**src/hdl/sar_adc_register_interface_unit_defines.svh**
```systemverilog
// Assertion macros for the SAR ADC register front end.
// Included by files that carry concurrent checks; needs clk_i and rst_ni in scope.
`ifndef SAR_ADC_REGISTER_INTERFACE_UNIT_DEFINES_SVH
`define SAR_ADC_REGISTER_INTERFACE_UNIT_DEFINES_SVH

// Check a property on every clock edge outside reset.
`define SARIF_ASSERT(lbl, prop, msg) \
  lbl: assert property (@(posedge clk_i) disable iff (!rst_ni) (prop)) else $error(msg);

// Check that a condition is followed by another in the next cycle.
`define SARIF_ASSERT_NEXT(lbl, pre, post, msg) \
  lbl: assert property (@(posedge clk_i) disable iff (!rst_ni) (pre) |=> (post)) \
    else $error(msg);

`endif

```
**src/hdl/sarif_pkg.sv**
```systemverilog
// Shared types, constants and the full-scale table of the SAR ADC register front end.
// No dependencies; imported by every module of the block.
`timescale 1ns / 1ps
`default_nettype none

package sarif_pkg;

  localparam int REG_WORDS_DEF     = 64;
  localparam int PADS_PER_UNIT_DEF = 10;

  localparam int WORD_W = 32;
  localparam int WIDX_W = 6;
  localparam int RAW_W  = 12;
  localparam int MV_W   = 12;
  localparam int FS_W   = 12;
  localparam int PROD_W = MV_W + RAW_W;
  localparam int CH_W   = 4;
  localparam int BITS_W = 4;

  typedef enum logic [1:0] {
    OP_READ  = 2'd0,
    OP_WRITE = 2'd1,
    OP_PAD   = 2'd2,
    OP_NONE  = 2'd3
  } opcode_e;

  typedef enum logic [1:0] {
    VAR_CLASSIC = 2'd0,
    VAR_SECOND  = 2'd1,
    VAR_ONESHOT = 2'd2
  } variant_e;

  // word indexes (byte offset / 4)
  localparam logic [WIDX_W-1:0] W_V0_START1 = WIDX_W'(8'h54 >> 2);
  localparam logic [WIDX_W-1:0] W_V0_START2 = WIDX_W'(8'h94 >> 2);
  localparam logic [WIDX_W-1:0] W_V0_ATTEN1 = WIDX_W'(8'h34 >> 2);
  localparam logic [WIDX_W-1:0] W_V1_START1 = WIDX_W'(8'h0C >> 2);
  localparam logic [WIDX_W-1:0] W_V1_START2 = WIDX_W'(8'h30 >> 2);
  localparam logic [WIDX_W-1:0] W_V1_ATTEN1 = WIDX_W'(8'h14 >> 2);
  localparam logic [WIDX_W-1:0] W_ATTEN2    = WIDX_W'(8'h38 >> 2);
  localparam logic [WIDX_W-1:0] W_WIDTH     = WIDX_W'(8'h2C >> 2);
  localparam logic [WIDX_W-1:0] W_OS        = WIDX_W'(8'h20 >> 2);
  localparam logic [WIDX_W-1:0] W_DATA1     = WIDX_W'(8'h2C >> 2);
  localparam logic [WIDX_W-1:0] W_DATA2     = WIDX_W'(8'h30 >> 2);
  localparam logic [WIDX_W-1:0] W_RAWINT    = WIDX_W'(8'h44 >> 2);
  localparam logic [WIDX_W-1:0] W_CLEAR     = WIDX_W'(8'h4C >> 2);

  localparam logic [WORD_W-1:0] WIDTH_RESET   = 32'h0000_000F;
  localparam logic [WORD_W-1:0] DATA_MASK     = 32'h0000_FFFF;
  localparam logic [WORD_W-1:0] DONE_MASK     = 32'h0001_0000;
  localparam logic [WORD_W-1:0] RI_DONE0_MASK = 32'h8000_0000;
  localparam logic [WORD_W-1:0] RI_DONE1_MASK = 32'h4000_0000;

  localparam int START_POS    = 17;
  localparam int EN_LSB       = 19;
  localparam int OS_START_POS = 29;
  localparam int OS_UNIT_POS  = 30;
  localparam int OS_CH_LSB    = 25;
  localparam int OS_AT_LSB    = 23;

  localparam int NCH_MAX = 10;
  localparam logic [CH_W-1:0] NCH_V0_U0 = CH_W'(8);
  localparam logic [CH_W-1:0] NCH_FULL  = CH_W'(NCH_MAX);
  localparam logic [CH_W-1:0] OS_NCH_U0 = CH_W'(5);
  localparam logic [CH_W-1:0] OS_NCH_U1 = CH_W'(1);

  localparam logic [BITS_W-1:0] BITS_MIN  = BITS_W'(9);
  localparam logic [BITS_W-1:0] BITS_FULL = BITS_W'(12);

  function automatic logic [FS_W-1:0] full_scale(variant_e v, logic [1:0] at);
    logic [FS_W-1:0] fs;
    fs = '0;
    unique case (v)
      VAR_SECOND: begin
        unique case (at)
          2'd0: fs = FS_W'(850);
          2'd1: fs = FS_W'(1100);
          2'd2: fs = FS_W'(1600);
          default: fs = FS_W'(2900);
        endcase
      end
      VAR_ONESHOT: begin
        unique case (at)
          2'd0: fs = FS_W'(750);
          2'd1: fs = FS_W'(1050);
          2'd2: fs = FS_W'(1300);
          default: fs = FS_W'(2500);
        endcase
      end
      default: begin
        unique case (at)
          2'd0: fs = FS_W'(950);
          2'd1: fs = FS_W'(1250);
          2'd2: fs = FS_W'(1750);
          default: fs = FS_W'(2450);
        endcase
      end
    endcase
    return fs;
  endfunction

endpackage

`default_nettype wire

```
**src/hdl/sar_adc_register_interface_unit.sv**
```systemverilog
// Register front end of a two-unit SAR ADC: bus reads, bus writes and pad updates.
// Register file reads go through a wait state for the registered read port; on the
// one-shot variant a clear of the interrupt bits is a read-modify-write. A conversion
// uses the shared divider that produces one bit of the 12-bit quotient per cycle;
// a saturated conversion skips it. The register file has one write and one read
// port, so a conversion reads each further word it touches in a state of its own.
// A finished item waits in the output register while the next one is accepted.
// Uses sarif_pkg, sarif_regfile, sarif_div and the assertion macro header.
`timescale 1ns / 1ps
`default_nettype none
`include "sar_adc_register_interface_unit_defines.svh"

module sar_adc_register_interface_unit
  import sarif_pkg::*;
#(
  parameter int REG_WORDS     = REG_WORDS_DEF,
  parameter int PADS_PER_UNIT = PADS_PER_UNIT_DEF
) (
  input  logic              clk_i,
  input  logic              rst_ni,
  input  logic              chip_variant_we_i,
  input  logic [1:0]        chip_variant_i,
  input  logic              in_valid_i,
  output logic              in_stall_o,
  input  logic [1:0]        opcode_i,
  input  logic [7:0]        reg_offset_i,
  input  logic [WORD_W-1:0] write_data_i,
  input  logic              pad_unit_i,
  input  logic [CH_W-1:0]   pad_channel_i,
  input  logic [MV_W-1:0]   pad_millivolts_i,
  output logic              out_valid_o,
  input  logic              out_stall_i,
  output logic [WORD_W-1:0] read_data_o,
  output logic              conversion_done_o,
  output logic              conversion_unit_o,
  output logic [RAW_W-1:0]  conversion_raw_o
);

  localparam int AW    = $clog2(REG_WORDS);
  localparam int PAD_N = 2 * PADS_PER_UNIT;
  localparam int PIW   = $clog2(PAD_N);

  typedef enum logic [3:0] {
    S_IDLE,
    S_DECODE,
    S_ATTEN,
    S_WIDTH,
    S_CALC,
    S_DIV,
    S_WB,
    S_RMW,
    S_RDWAIT,
    S_OUT
  } state_e;

  state_e             state_q;
  variant_e           variant_q;
  logic [WIDX_W-1:0]  w_q;
  logic [WORD_W-1:0]  data_q;
  logic               unit_q;
  logic               en_q;
  logic [CH_W-1:0]    ch_q;
  logic [1:0]         at_q;
  logic [BITS_W-1:0]  bits_q;
  logic [RAW_W-1:0]   raw_q;
  logic [WORD_W-1:0]  res_rd_q;
  logic               res_done_q;
  logic               res_unit_q;
  logic [RAW_W-1:0]   res_raw_q;
  logic               out_valid_q;
  logic [WORD_W-1:0]  out_rd_q;
  logic               out_done_q;
  logic               out_unit_q;
  logic [RAW_W-1:0]   out_raw_q;
  logic [MV_W-1:0]    pad_q [PAD_N];

  logic               accept;
  logic [WIDX_W-1:0]  in_w;
  logic               in_hit;
  logic               pad_wr;
  logic [PIW-1:0]     pad_widx;
  logic [PIW-1:0]     pad_ridx;

  logic [WIDX_W-1:0]  s1;
  logic [WIDX_W-1:0]  s2;
  logic [WIDX_W-1:0]  a1;
  logic               st01;
  logic               unit01;
  logic [CH_W-1:0]    nch;
  logic               sel_found;
  logic [CH_W-1:0]    sel_ch;
  logic               os_start;
  logic               os_unit;
  logic [CH_W-1:0]    os_ch;
  logic               os_en;

  logic [MV_W-1:0]    mv;
  logic [FS_W-1:0]    fs;
  logic               sat;
  logic [RAW_W:0]     maxraw_full;
  logic [RAW_W-1:0]   maxraw;
  logic [PROD_W-1:0]  dividend;

  logic               div_start;
  logic               div_busy;
  logic               div_done;
  logic [RAW_W-1:0]   div_quo;

  logic               mem_we;
  logic [AW-1:0]      mem_waddr;
  logic [WORD_W-1:0]  mem_wdata;
  logic               mem_re;
  logic [AW-1:0]      mem_raddr;
  logic [WORD_W-1:0]  mem_rdata;
  logic [WORD_W-1:0]  ri_bit;
  logic               out_load;

  assign accept     = in_valid_i && (state_q == S_IDLE);
  assign in_stall_o = (state_q != S_IDLE);
  assign in_w       = reg_offset_i[7:2];
  assign in_hit     = (WORD_W'(in_w) < WORD_W'(REG_WORDS));
  assign pad_wr     = accept && (opcode_i == OP_PAD) &&
                      (WORD_W'(pad_channel_i) < WORD_W'(PADS_PER_UNIT));
  assign pad_widx   = PIW'(pad_unit_i ? PADS_PER_UNIT : 0) + PIW'(pad_channel_i);
  assign pad_ridx   = PIW'(unit_q ? PADS_PER_UNIT : 0) + PIW'(ch_q);
  assign out_load   = (state_q == S_OUT) && (!out_valid_q || !out_stall_i);

  always_comb begin
    unique case (variant_q)
      VAR_SECOND: begin
        s1 = W_V1_START1;
        s2 = W_V1_START2;
        a1 = W_V1_ATTEN1;
      end
      default: begin
        s1 = W_V0_START1;
        s2 = W_V0_START2;
        a1 = W_V0_ATTEN1;
      end
    endcase
    st01   = ((w_q == s1) || (w_q == s2)) && data_q[START_POS];
    unit01 = (w_q == s2);
    nch    = ((variant_q == VAR_CLASSIC) && !unit01) ? NCH_V0_U0 : NCH_FULL;

    // lowest enabled pad wins
    sel_found = 1'b0;
    sel_ch    = '0;
    for (int i = NCH_MAX - 1; i >= 0; i--) begin
      if ((CH_W'(i) < nch) && data_q[EN_LSB + i]) begin
        sel_found = 1'b1;
        sel_ch    = CH_W'(i);
      end
    end

    os_start = (w_q == W_OS) && data_q[OS_START_POS];
    os_unit  = data_q[OS_UNIT_POS];
    os_ch    = data_q[OS_CH_LSB +: CH_W];
    os_en    = os_ch < (os_unit ? OS_NCH_U1 : OS_NCH_U0);
  end

  always_comb begin
    mv          = en_q ? pad_q[pad_ridx] : '0;
    fs          = full_scale(variant_q, at_q);
    sat         = (mv >= fs);
    maxraw_full = ((RAW_W + 1)'(1) << bits_q) - (RAW_W + 1)'(1);
    maxraw      = maxraw_full[RAW_W-1:0];
    dividend    = (PROD_W'(mv) << bits_q) - PROD_W'(mv);
    div_start   = (state_q == S_CALC) && !sat;
    ri_bit      = res_unit_q ? RI_DONE1_MASK : RI_DONE0_MASK;
  end

  always_comb begin
    mem_we    = 1'b0;
    mem_waddr = AW'(w_q);
    mem_wdata = data_q;
    mem_re    = 1'b0;
    mem_raddr = AW'(w_q);
    unique case (state_q)
      S_IDLE: begin
        mem_re    = accept && (opcode_i == OP_READ) && in_hit;
        mem_raddr = AW'(in_w);
      end
      S_DECODE: begin
        mem_we = 1'b1;
        if (variant_q == VAR_ONESHOT) begin
          mem_re    = (w_q == W_CLEAR);
          mem_raddr = AW'(W_RAWINT);
        end else begin
          mem_re    = st01;
          mem_raddr = unit01 ? AW'(W_ATTEN2) : AW'(a1);
        end
      end
      S_ATTEN: begin
        mem_re    = (variant_q == VAR_CLASSIC);
        mem_raddr = AW'(W_WIDTH);
      end
      S_WB: begin
        mem_we = 1'b1;
        if (variant_q == VAR_ONESHOT) begin
          mem_waddr = unit_q ? AW'(W_DATA2) : AW'(W_DATA1);
          mem_wdata = WORD_W'(raw_q);
          mem_re    = 1'b1;
          mem_raddr = AW'(W_RAWINT);
        end else begin
          mem_wdata = (data_q & ~(DATA_MASK | DONE_MASK)) | WORD_W'(raw_q) | DONE_MASK;
        end
      end
      S_RMW: begin
        mem_we    = 1'b1;
        mem_waddr = AW'(W_RAWINT);
        mem_wdata = res_done_q ? (mem_rdata | ri_bit) : (mem_rdata & ~data_q);
      end
      default: begin
        mem_we = 1'b0;
      end
    endcase
  end

  always_ff @(posedge clk_i or negedge rst_ni) begin
    if (!rst_ni) begin
      variant_q <= VAR_CLASSIC;
    end else if (chip_variant_we_i) begin
      if (chip_variant_i == VAR_SECOND) begin
        variant_q <= VAR_SECOND;
      end else if (chip_variant_i == VAR_ONESHOT) begin
        variant_q <= VAR_ONESHOT;
      end else begin
        variant_q <= VAR_CLASSIC;
      end
    end
  end

  always_ff @(posedge clk_i or negedge rst_ni) begin
    if (!rst_ni) begin
      for (int i = 0; i < PAD_N; i++) begin
        pad_q[i] <= '0;
      end
    end else if (pad_wr) begin
      pad_q[pad_widx] <= pad_millivolts_i;
    end
  end

  always_ff @(posedge clk_i or negedge rst_ni) begin
    if (!rst_ni) begin
      state_q     <= S_IDLE;
      out_valid_q <= 1'b0;
    end else begin
      if (out_load) begin
        out_valid_q <= 1'b1;
      end else if (!out_stall_i) begin
        out_valid_q <= 1'b0;
      end
      unique case (state_q)
        S_IDLE: begin
          if (accept) begin
            priority if ((opcode_i == OP_READ) && in_hit) begin
              state_q <= S_RDWAIT;
            end else if ((opcode_i == OP_WRITE) && in_hit) begin
              state_q <= S_DECODE;
            end else begin
              state_q <= S_OUT;
            end
          end
        end
        S_RDWAIT: state_q <= S_OUT;
        S_DECODE: begin
          priority if (variant_q == VAR_ONESHOT) begin
            priority if (os_start) begin
              state_q <= S_CALC;
            end else if (w_q == W_CLEAR) begin
              state_q <= S_RMW;
            end else begin
              state_q <= S_OUT;
            end
          end else if (st01) begin
            state_q <= S_ATTEN;
          end else begin
            state_q <= S_OUT;
          end
        end
        S_ATTEN:  state_q <= (variant_q == VAR_CLASSIC) ? S_WIDTH : S_CALC;
        S_WIDTH:  state_q <= S_CALC;
        S_CALC:   state_q <= sat ? S_WB : S_DIV;
        S_DIV: begin
          if (div_done) begin
            state_q <= S_WB;
          end
        end
        S_WB:     state_q <= (variant_q == VAR_ONESHOT) ? S_RMW : S_OUT;
        S_RMW:    state_q <= S_OUT;
        S_OUT: begin
          if (out_load) begin
            state_q <= S_IDLE;
          end
        end
        default:  state_q <= S_IDLE;
      endcase
    end
  end

  always_ff @(posedge clk_i) begin
    unique case (state_q)
      S_IDLE: begin
        if (accept) begin
          w_q        <= in_w;
          data_q     <= write_data_i;
          res_rd_q   <= '0;
          res_done_q <= 1'b0;
          res_unit_q <= 1'b0;
          res_raw_q  <= '0;
        end
      end
      S_RDWAIT: res_rd_q <= mem_rdata;
      S_DECODE: begin
        if (variant_q == VAR_ONESHOT) begin
          unit_q <= os_unit;
          ch_q   <= os_ch;
          at_q   <= data_q[OS_AT_LSB +: 2];
          en_q   <= os_en;
          bits_q <= BITS_FULL;
        end else begin
          unit_q <= unit01;
          ch_q   <= sel_ch;
          en_q   <= sel_found;
          bits_q <= BITS_FULL;
        end
      end
      S_ATTEN:  at_q <= mem_rdata[{ch_q, 1'b0} +: 2];
      S_WIDTH:  bits_q <= BITS_MIN + BITS_W'(mem_rdata[{unit_q, 1'b0} +: 2]);
      S_CALC: begin
        if (sat) begin
          raw_q <= maxraw;
        end
      end
      S_DIV: begin
        if (div_done) begin
          raw_q <= div_quo;
        end
      end
      S_WB: begin
        res_done_q <= 1'b1;
        res_unit_q <= unit_q;
        res_raw_q  <= raw_q;
      end
      default: begin
        res_done_q <= res_done_q;
      end
    endcase
    if (out_load) begin
      out_rd_q   <= res_rd_q;
      out_done_q <= res_done_q;
      out_unit_q <= res_unit_q;
      out_raw_q  <= res_raw_q;
    end
  end

  sarif_regfile #(
    .REG_WORDS (REG_WORDS)
  ) u_regfile (
    .clk_i   (clk_i),
    .rst_ni  (rst_ni),
    .we_i    (mem_we),
    .waddr_i (mem_waddr),
    .wdata_i (mem_wdata),
    .re_i    (mem_re),
    .raddr_i (mem_raddr),
    .rdata_o (mem_rdata)
  );

  sarif_div u_div (
    .clk_i      (clk_i),
    .rst_ni     (rst_ni),
    .start_i    (div_start),
    .dividend_i (dividend),
    .divisor_i  (fs),
    .busy_o     (div_busy),
    .done_o     (div_done),
    .quotient_o (div_quo)
  );

  assign out_valid_o       = out_valid_q;
  assign read_data_o       = out_rd_q;
  assign conversion_done_o = out_done_q;
  assign conversion_unit_o = out_unit_q;
  assign conversion_raw_o  = out_raw_q;

  `SARIF_ASSERT(a_idle_result_clean, out_valid_o && !conversion_done_o |-> (conversion_raw_o == '0) && !conversion_unit_o, "item without conversion carries conversion fields")
  `SARIF_ASSERT(a_conv_no_read, out_valid_o && conversion_done_o |-> (read_data_o == '0), "conversion item carries read data")
  `SARIF_ASSERT(a_div_free, div_start |-> !div_busy, "divider restarted while busy")
  `SARIF_ASSERT_NEXT(a_div_leaves, (state_q == S_DIV) && div_done, state_q == S_WB, "sequencer missed divider completion")

endmodule

`default_nettype wire

```
**src/hdl/sarif_regfile.sv**
```systemverilog
// Register word file: single write port, one registered read port.
// Unwritten words read as their reset value; uses sarif_pkg.
`timescale 1ns / 1ps
`default_nettype none

module sarif_regfile
  import sarif_pkg::*;
#(
  parameter int REG_WORDS = REG_WORDS_DEF,
  localparam int AW = $clog2(REG_WORDS)
) (
  input  logic              clk_i,
  input  logic              rst_ni,
  input  logic              we_i,
  input  logic [AW-1:0]     waddr_i,
  input  logic [WORD_W-1:0] wdata_i,
  input  logic              re_i,
  input  logic [AW-1:0]     raddr_i,
  output logic [WORD_W-1:0] rdata_o
);

  logic [WORD_W-1:0]    mem_q [REG_WORDS];
  logic [REG_WORDS-1:0] valid_q;
  logic [WORD_W-1:0]    rd_q;
  logic                 rvalid_q;
  logic [AW-1:0]        raddr_q;

  always_ff @(posedge clk_i or negedge rst_ni) begin
    if (!rst_ni) begin
      valid_q <= '0;
    end else if (we_i) begin
      valid_q[waddr_i] <= 1'b1;
    end
  end

  always_ff @(posedge clk_i) begin
    if (we_i) begin
      mem_q[waddr_i] <= wdata_i;
    end
    if (re_i) begin
      rd_q     <= mem_q[raddr_i];
      rvalid_q <= valid_q[raddr_i];
      raddr_q  <= raddr_i;
    end
  end

  assign rdata_o = rvalid_q ? rd_q :
                   ((raddr_q == AW'(W_WIDTH)) ? WIDTH_RESET : '0);

endmodule

`default_nettype wire

```
**src/hdl/sarif_div.sv**
```systemverilog
// Restoring divider, one quotient bit per cycle, for the raw-code scaling.
// Needs dividend / divisor < 2^RAW_W; uses sarif_pkg.
`timescale 1ns / 1ps
`default_nettype none

module sarif_div
  import sarif_pkg::*;
(
  input  logic              clk_i,
  input  logic              rst_ni,
  input  logic              start_i,
  input  logic [PROD_W-1:0] dividend_i,
  input  logic [FS_W-1:0]   divisor_i,
  output logic              busy_o,
  output logic              done_o,
  output logic [RAW_W-1:0]  quotient_o
);

  localparam int CNT_W = $clog2(RAW_W);

  logic              busy_q;
  logic              done_q;
  logic [CNT_W-1:0]  cnt_q;
  logic [FS_W-1:0]   rem_q;
  logic [RAW_W-1:0]  low_q;
  logic [FS_W-1:0]   dvs_q;
  logic [FS_W:0]     trial;
  logic              qbit;
  logic [FS_W:0]     diff;

  always_comb begin
    trial = {rem_q, low_q[RAW_W-1]};
    qbit  = (trial >= {1'b0, dvs_q});
    diff  = trial - {1'b0, dvs_q};
  end

  always_ff @(posedge clk_i or negedge rst_ni) begin
    if (!rst_ni) begin
      busy_q <= 1'b0;
      done_q <= 1'b0;
      cnt_q  <= '0;
    end else begin
      done_q <= 1'b0;
      if (start_i) begin
        busy_q <= 1'b1;
        cnt_q  <= '0;
      end else if (busy_q) begin
        cnt_q <= cnt_q + CNT_W'(1);
        if (cnt_q == CNT_W'(RAW_W - 1)) begin
          busy_q <= 1'b0;
          done_q <= 1'b1;
        end
      end
    end
  end

  always_ff @(posedge clk_i) begin
    if (start_i) begin
      rem_q <= dividend_i[PROD_W-1:RAW_W];
      low_q <= dividend_i[RAW_W-1:0];
      dvs_q <= divisor_i;
    end else if (busy_q) begin
      rem_q <= qbit ? diff[FS_W-1:0] : trial[FS_W-1:0];
      low_q <= {low_q[RAW_W-2:0], qbit};
    end
  end

  assign busy_o     = busy_q;
  assign done_o     = done_q;
  assign quotient_o = low_q;

endmodule

`default_nettype wire
```
**config.mk**
```make
export PLATFORM = sky130hd
export DESIGN_NAME = sar_adc_register_interface_unit
export DESIGN_NICKNAME = d
export VERILOG_FILES = /design/src/hdl/sarif_pkg.sv /design/src/hdl/sar_adc_register_interface_unit.sv /design/src/hdl/sarif_regfile.sv /design/src/hdl/sarif_div.sv
export VERILOG_INCLUDE_DIRS = /design/src /design/src/hdl
export SDC_FILE = /design/constraint.sdc
export NUM_CORES = 2
export LEC_CHECK = 0
export ABC_CLOCK_PERIOD_IN_PS = 11000
export BUFFER_PORTS_ARGS = -buffer_cell sky130_fd_sc_hd__buf_2
export CAP_MARGIN = 25
export CORE_MARGIN = 3
export CORE_UTILIZATION = 45
export CTS_BUF_LIST = sky130_fd_sc_hd__clkbuf_8
export DETAILED_ROUTE_END_ITERATION = 12
export SLEW_MARGIN = 10
export SYNTH_ARGS = -nofsm -noshare
export SYNTH_HDL_FRONTEND = slang
export SYNTH_HIERARCHICAL = 1
export SYNTH_SLANG_ARGS = --single-unit
```
**constraint.sdc**
```tcl
create_clock -name clk_i -period 11 [get_ports clk_i]
set_input_delay 0.55 -clock clk_i [delete_from_list [all_inputs] [get_ports clk_i]]
set_output_delay 0.55 -clock clk_i [all_outputs]
set_load 0.05 [all_outputs]
```
Word-level counts from Yosys, hierarchy flattened
Memory sizes are Yosys's and may differ from the RTL's. A register that Yosys moved wholly into a read port is not among the register bits.
Index checks and enable logic that the tools add are counted.

storage, ports and cells
  memories = 1
  output and inout port bits = 48
  input port bits = 66
  logic and storage cells = 269
  RAM bits = 2048
  bits in registers = 514

memories
  name             words  bits a word  rd ports  clocked after memory_dff  write ports  RTL line             text
  u_regfile.mem_q  64     32           1         1                         1            sarif_regfile.sv:22  logic [WORD_W-1:0] mem_q [REG_WORDS];

cells by class
  reduce and logical (&&, ||, !) cells = 46
  $add $sub $neg = 7
  muxes and demuxes = 107
  $lt $le $gt $ge = 20
  equal/unequal tests = 29
  shift operators = 4
  bitwise logic cells = 7

operator list
  operator            number
  $bwmux 240          1
  $mux 32             5
  $mux 12             12
  $pmux 32 s2         2
  $mux 4              27
  $pmux 12 s3         3
  $pmux 12 s2         3
  $or 64x64->64       1
  $bmux 12 s5         1
  $demux 12 s5        1
  $pmux 4 s9          1
  $and 32x32->32      1
  $not 32->32         1
  $or 32x12->32       1
  $or 32x32->32       1
  $shiftx 32x3->2     1
  $shiftx 32x6->2     1
  $mux 6              5
  $mux 1              28
  $pmux 6 s4          1
  $shl 12x4->24       1
  $sub 24x12->24      1
  $logic_and 1x1->1   21
  $eq 4x3->1 const B  4
  other kinds (49)    96

Depth between registers and ports, before layout
  depth in word-level cells = 19
  depth in mapped cells = 20
  mapped depth without buffers = 19

Modules after synthesis
The synthesis kept the hierarchy.

by module, submodules not included
  module                           area an instance (sq um)  seq. area each (sq um)  cells each  times used
  sarif_regfile                    81978.6                   64271.6                 3688        1
  sar_adc_register_interface_unit  20168.1                   10775.3                 1517        1
  sarif_div                        2558.7                    1231.2                  215         1

Worst setup path before layout
No wires, ideal clock.

  path type = register to register
  from = register unit_q
  to = register u_div.low_q[0] (netlist: u_div/quotient_o[0]) (enable)
  path buffers = 5
  stages on the path, launching flop included = 18
  required time = 10642 ps
  period minus slack after synthesis = 5366 ps
  setup time = 358 ps
  data arrival time = 5008 ps
  path slack = 5634 ps
  path through = edfxtp_1 -> ha_1 -> ha_1 -> clkbuf_1 -> buf_4 -> buf_2 -> mux2i_1 -> nor3_1 -> or3_4 -> ha_1 -> a21o_1 -> a21oi_1 -> nor4b_1 -> o31ai_1 -> a21oi_1 -> clkbuf_8 -> clkbuf_8 -> or2_2

on the way
  cells in the longest elaborated chain, start to end = 11

ends and longest elaborated chain
  what                                        RTL line                                text
  from (decl)                                 sar_adc_register_interface_unit.sv:60   logic unit_q;
  from (signal assigned)                      sar_adc_register_interface_unit.sv:316  unit_q <= os_unit;
  from (signal assigned)                      sar_adc_register_interface_unit.sv:322  unit_q <= unit01;
  $mux 4                                      sar_adc_register_interface_unit.sv:125  assign pad_ridx = PIW'(unit_q ? PADS_PER_UNIT : 0) + PIW'(ch_q);
  $add 4x4->5                                 sar_adc_register_interface_unit.sv:125
  $not 5->6 (implied by the code)             sar_adc_register_interface_unit.sv:162  mv = en_q ? pad_q[pad_ridx] : '0;
  $bmux 12 s5                                 sar_adc_register_interface_unit.sv:162
  $mux 12 (implied by the code) (2 in a row)  sar_adc_register_interface_unit.sv:162
  $mux 12                                     sar_adc_register_interface_unit.sv:162
  $ge 12x12->1                                sar_adc_register_interface_unit.sv:164  sat = (mv >= fs);
  $logic_not 1->1                             sar_adc_register_interface_unit.sv:168  div_start = (state_q == S_CALC) && !sat;
  $logic_and 1x1->1                           sar_adc_register_interface_unit.sv:168
  net div_start                               sar_adc_register_interface_unit.sv:104  logic div_start;
  $reduce_bool 2->1 (no line)                 n/a
  to (signal assigned)                        sarif_div.sv:60                         low_q <= dividend_i[RAW_W-1:0];
  to (signal assigned)                        sarif_div.sv:64                         low_q <= {low_q[RAW_W-2:0], qbit};
  to (decl)                                   sarif_div.sv:25                         logic [RAW_W-1:0] low_q;

The timed path passes the listed nets, and every way through them passes these cells. The select of a mux whose other input is x is not followed.
A chain may end at the register's enable or synchronous reset.

Final worst setup path
  from = register unit_q
  to = register u_div.rem_q[9], data pin

on the way
  cells in the longest elaborated chain, start to end = 11
  elaborated cells on any way between the ends = 13
  classes of those cells = add/sub (2); order compare (1); shift (1); mux (6); bitwise (1); reduce/logical (2)

ends and longest elaborated chain
  what                                        RTL line                                text
  $mux 4                                      sar_adc_register_interface_unit.sv:125
  $add 4x4->5                                 sar_adc_register_interface_unit.sv:125
  $not 5->6 (implied by the code)             sar_adc_register_interface_unit.sv:162
  $bmux 12 s5                                 sar_adc_register_interface_unit.sv:162
  $mux 12 (implied by the code) (2 in a row)  sar_adc_register_interface_unit.sv:162
  $mux 12                                     sar_adc_register_interface_unit.sv:162
  $ge 12x12->1                                sar_adc_register_interface_unit.sv:164
  $logic_not 1->1                             sar_adc_register_interface_unit.sv:168
  $logic_and 1x1->1                           sar_adc_register_interface_unit.sv:168
  net div_start                               sar_adc_register_interface_unit.sv:104
  $mux 12                                     sarif_div.sv:58                         if (start_i) begin
  to (signal assigned)                        sarif_div.sv:59                         rem_q <= dividend_i[PROD_W-1:RAW_W];
  to (signal assigned)                        sarif_div.sv:63                         rem_q <= qbit ? diff[FS_W-1:0] : trial[FS_W-1:0];
  to (decl)                                   sarif_div.sv:24                         logic [FS_W-1:0] rem_q;

The timed path passes the listed nets, and every way through them passes these cells. The select of a mux whose other input is x is not followed.

==> impl.org <==
** Status
- The run finished, with violations left.
- Failing checks :: DRC

** Power and ir drop
- Proportion of power drawn by flip-flops and latches :: a little over 40%
- Across the VDD grid, the largest voltage drop is 222.8 uV.
- In this run the power density over the cells is approximately 250 nW/um2.
- Of the total power, the share spent switching nets is approximately a third.
- Design internal power :: 19.22 mW
- Combinational group share of total power :: between 30% and 40%
- Clock power frac :: 25.8%
- Summed over all nets, the switching power comes to 10.11 mW.
- Leakage Power :: just over 40 nW

** Worst setup path
- The worst setup path is launched from a register.
- Biggest cell delay along the critical path :: between 0.8 and 0.9 ns
- Largest delay share family, worst path :: buffers and inverters
- Slowest cell on the critical path :: ha_2
- Walking the worst path, the cells encountered are ha_2, buf_4, mux4_2, mux2i_1, nor3_1, nor3_1, inv_1, ha_1, a21oi_1, nor4b_1, o31ai_1, a21oi_4, buf_4, inv_1, a41oi_1, o31ai_2.
- CP Class :: register to register
- STA puts the critical path data required time at about 12 ns.
- Data arrival at the endpoint of the critical path :: between 7 and 8 ns
- Crit end category :: register
- Highest net fanout along the worst path :: 39
- Together, buffers and inverters on the worst path number 4.

** Clock network
- Counting along the longest clock path gives a buffer depth of 4.
- The clock net in this run drives a total of around 2600 sinks.
- Deepest level of the CTS H-tree :: 5
- Total clock buffers created by CTS :: 430
- TritonCTS built the clock tree.
- Clock insertion delay at the later pin of the skew report :: ~1.1 ns
- Clock slew at the register clock pins of the worst setup and hold paths :: roughly 0.06 ns
- Clock tree synthesis selected as its root buffer the cell clkbuf_8.

** Cells and area
- The library cells used most frequently in the layout, excluding fill and tap cells, are edfxtp_1, mux4_2, clkbuf_8.
- Fraction of final layout cells sized beyond drive strength 1 :: a little under a third
- After the flow finishes, the layout carries non-filler instances totaling a little over 9000.
- Non-Filler Cell Area, Final :: about 120000 um2
- Most common cell after layout, fill and taps aside :: edfxtp_1
- After filler insertion, the fill cell instance count of the layout stands at 18560.
- The area growth from synthesis to layout is 12.59%.
- The final layout contains about 6000 nets.

** Floorplan
- Row Count :: approximately 180
- The die covers about 240000 um2.
- DIE HEIGHT :: a little under 500 um
- Once the floorplan was initialized, standard cells occupied between 40% and 50% of the core.
- Die outline width :: around 490 um
- During I/O placement, the number of pins put on the boundary was 114.
- Core outline area :: 230800 um2

** Drt
- Total via count in the routed design :: between 50000 and 60000
- In the routed design, unresolved DRC markers number 2.
- Pre-antenna DRT Iters :: 10
- Per-cell routed wire length :: slightly below 30 um
- Remaining antenna violation count :: 0
- Post-DR vias/cell :: approximately 6
- Count of routing violations after the opening detailed-route iteration :: 5964
- Wirelength, routed :: 275100 um

** STA
- At the pin with the least slew margin, the transition time is between 1 and 1.5 ns.
- The final max-slew violation count was 0.
- Period minus WS final :: a little under 7 ns
- The final critical path takes up about three fifths of the cycle.
- Final setup violation count :: 0
- Post-Route Skew :: between 0.09 and 0.1 ns
- Setup repair after global routing left no endpoint under its margin.
- Setup total negative slack on the finished layout was measured at 0 ns.
- Worst relative slew slack :: 25.80%
- Minimum setup slack in the final design :: roughly 4.2 ns
- Final hold violation count :: 0
- Fmax :: 0.1473 GHz

** Synth
- Asr flop ratio synth :: approximately an eighth
- In this run, synthesis produced a sequential element count of approximately 2600.
- In the post-synthesis netlist, the biggest area contributors are edfxtp_1, mux4_2, dfrtp_1, mux2_2, mux2i_1.
- In this run the mean area of a mapped cell was about 19 um2.
- When the netlist entered floorplanning its net count stood at roughly 5500.
- Synth Cell Area :: roughly 100000 um2
- Area share of the largest cell type after synthesis :: ~65%
- Count of flip-flops with a built-in enable after synthesis :: between 2000 and 2500
- Post-Syn Instances :: ~5400
- Number of warnings printed during yosys synthesis :: 6
- Of the synthesized area, sequential elements account for between 70% and 80%.
- Of all cell types, the one taking the most synthesized area is edfxtp_1.
- The netlist uses 97 different library cells.
- Top flip-flop cell by instance count after synthesis :: edfxtp_1

** Placement
- Prior to clock tree synthesis, the placed netlist has a worst setup slack of roughly 4.3 ns.
- Global placer's final weighted congestion :: roughly 0.90
- After detailed placement, the design holds a cell count of about 8400.
- Port Buffers :: approximately 110
- Placed Area :: ~110000 um2
- DP HPWL :: about 160000 um

** Global route
- Largest net degree at the start of global routing :: 113
- The first global-routing pass estimated 396000 um of wire.
- The via count of the first global-routing pass is approximately 56000.
- Global routing used a little under a quarter of the available tracks.
- The initial antenna violation count is 13.
- Global routing finished with a remaining overflow of 0.

** Hold path
- The tightest min-delay check is of the input port to register type.

** Flow run
- Total of max-cap violations :: 0
[metrics by stage]
stage                     hold WS, ns  power, mW  utilization [%]
after floorplan                0.2544      18.45                -
after global placement         0.4079      21.81            47.50
after detailed placement       0.4072      21.90            47.52
after CTS                     0.05432      29.50            51.04
after global routing           0.1221      30.51            51.08
final                          0.1821      29.33            51.08
[power groups by stage]
| stage | Combinational, mW | Clock, mW | Sequential (mW) |
|---|---|---|---|
| 2_1_floorplan | 6.30 | 0 | 12.1 |
| 3_3_place_gp | 9.78 | 0 | 12.0 |
| 3_5_place_dp | 9.84 | 0 | 12.1 |
| 4_1_cts | 9.90 | 7.74 | 11.9 |
| 5_1_grt | 10.4 | 8.19 | 11.9 |
| 6_report | 9.91 | 7.57 | 11.9 |
[path summary, 6_finish.rpt]
check                                      startpoint                                end  slack [ns]  depth (start not counted)
setup / recovery                     unit_q$_DFFE_PP_           u_div/rem_q[9]$_DFFE_PP_        4.21                         16
max in group asynchronous                      rst_ni  u_regfile/valid_q[47]$_DFFE_PN0P_        8.44                          5
setup reg to reg                     unit_q$_DFFE_PP_           u_div/rem_q[9]$_DFFE_PP_        4.21                         16
min in group asynchronous                      rst_ni             pad_q[102]$_DFFE_PN0P_        0.50                          3
hold reg to reg            res_rd_q[26]$_SDFFCE_PN0P_          read_data_o[26]$_DFFE_PP_        0.39                          0
hold / removal                       write_data_i[14]               data_q[14]$_DFFE_PP_        0.18                          2
[kinds of logic (layout without fill, tap and decap cells)]
family,count (synthesis),count (layout),synth area share [%]
DFF,2593,2593,72.85
muxes,998,998,16.81
and+or+nand+nor,847,847,4.213
AOI/OAI and AO/OA,508,508,3.318
buffers and inverters,395,1164,1.980
adders and majority gates,47,47,0.5688
xor gates and xnor gates,31,31,0.2593
other,1,7,0.003581
[state kept, by name (all words and copies together), names as in the netlist, 32 cells and up]
register,flops
pad_q,240
data_q,32
u_regfile/valid_q,64
u_regfile/rd_q,32
u_regfile/mem_q,2048
read_data_o,32
res_rd_q,32
[layout make-up]
cell class | instances | area [um2] | area share, %
diodes | 6 | 15.01 | 0.01274
clock buffers | 455 | 6262 | 5.312
clock inverters | 271 | 1221 | 1.036
inverters | 76 | 285.3 | 0.2420
multi-input cells | 2432 | 27270 | 23.13
flip-flops and latches | 2593 | 76280 | 64.70
well taps | 3026 | 3786 | 3.211
repair buffers | 362 | 2778 | 2.356
[synthesized netlist by cell type (69+ instances only)]
cell,instances
nor2_1,189
nor3_1,77
dfrtp_1,317
mux2i_1,138
nand2_1,184
or2_2,73
o22ai_1,140
mux2_2,281
o21ai_0,83
edfxtp_1,2276
inv_1,69
clkbuf_1,161
mux4_2,575
[worst register-to-register path: cells and delay by family (launching register included)]
family          cells  cell delay, ns
mux                 2            0.74
compound gates      5            1.29
fa+ha+maj           2            1.19
flops               1            0.57
buf+inv             4            1.69
simple gates        3            0.97
[routing by layer]
metal  share of wire, %  wire, um  GRT usage, %
met5                  0         0             0
met4                2.3      6223         6.294
met3                9.4     25810         5.368
met2                 46    125300         34.50
met1                 43    117800         34.00
[timing repair]
action | CTS | global route
setup buffers | 0 | 0
gates resized for setup | 0 | 0
hold buffers | 63 | 0
hold endpoints to repair | 368 | 0
Power figures use the tool's default switching activity.
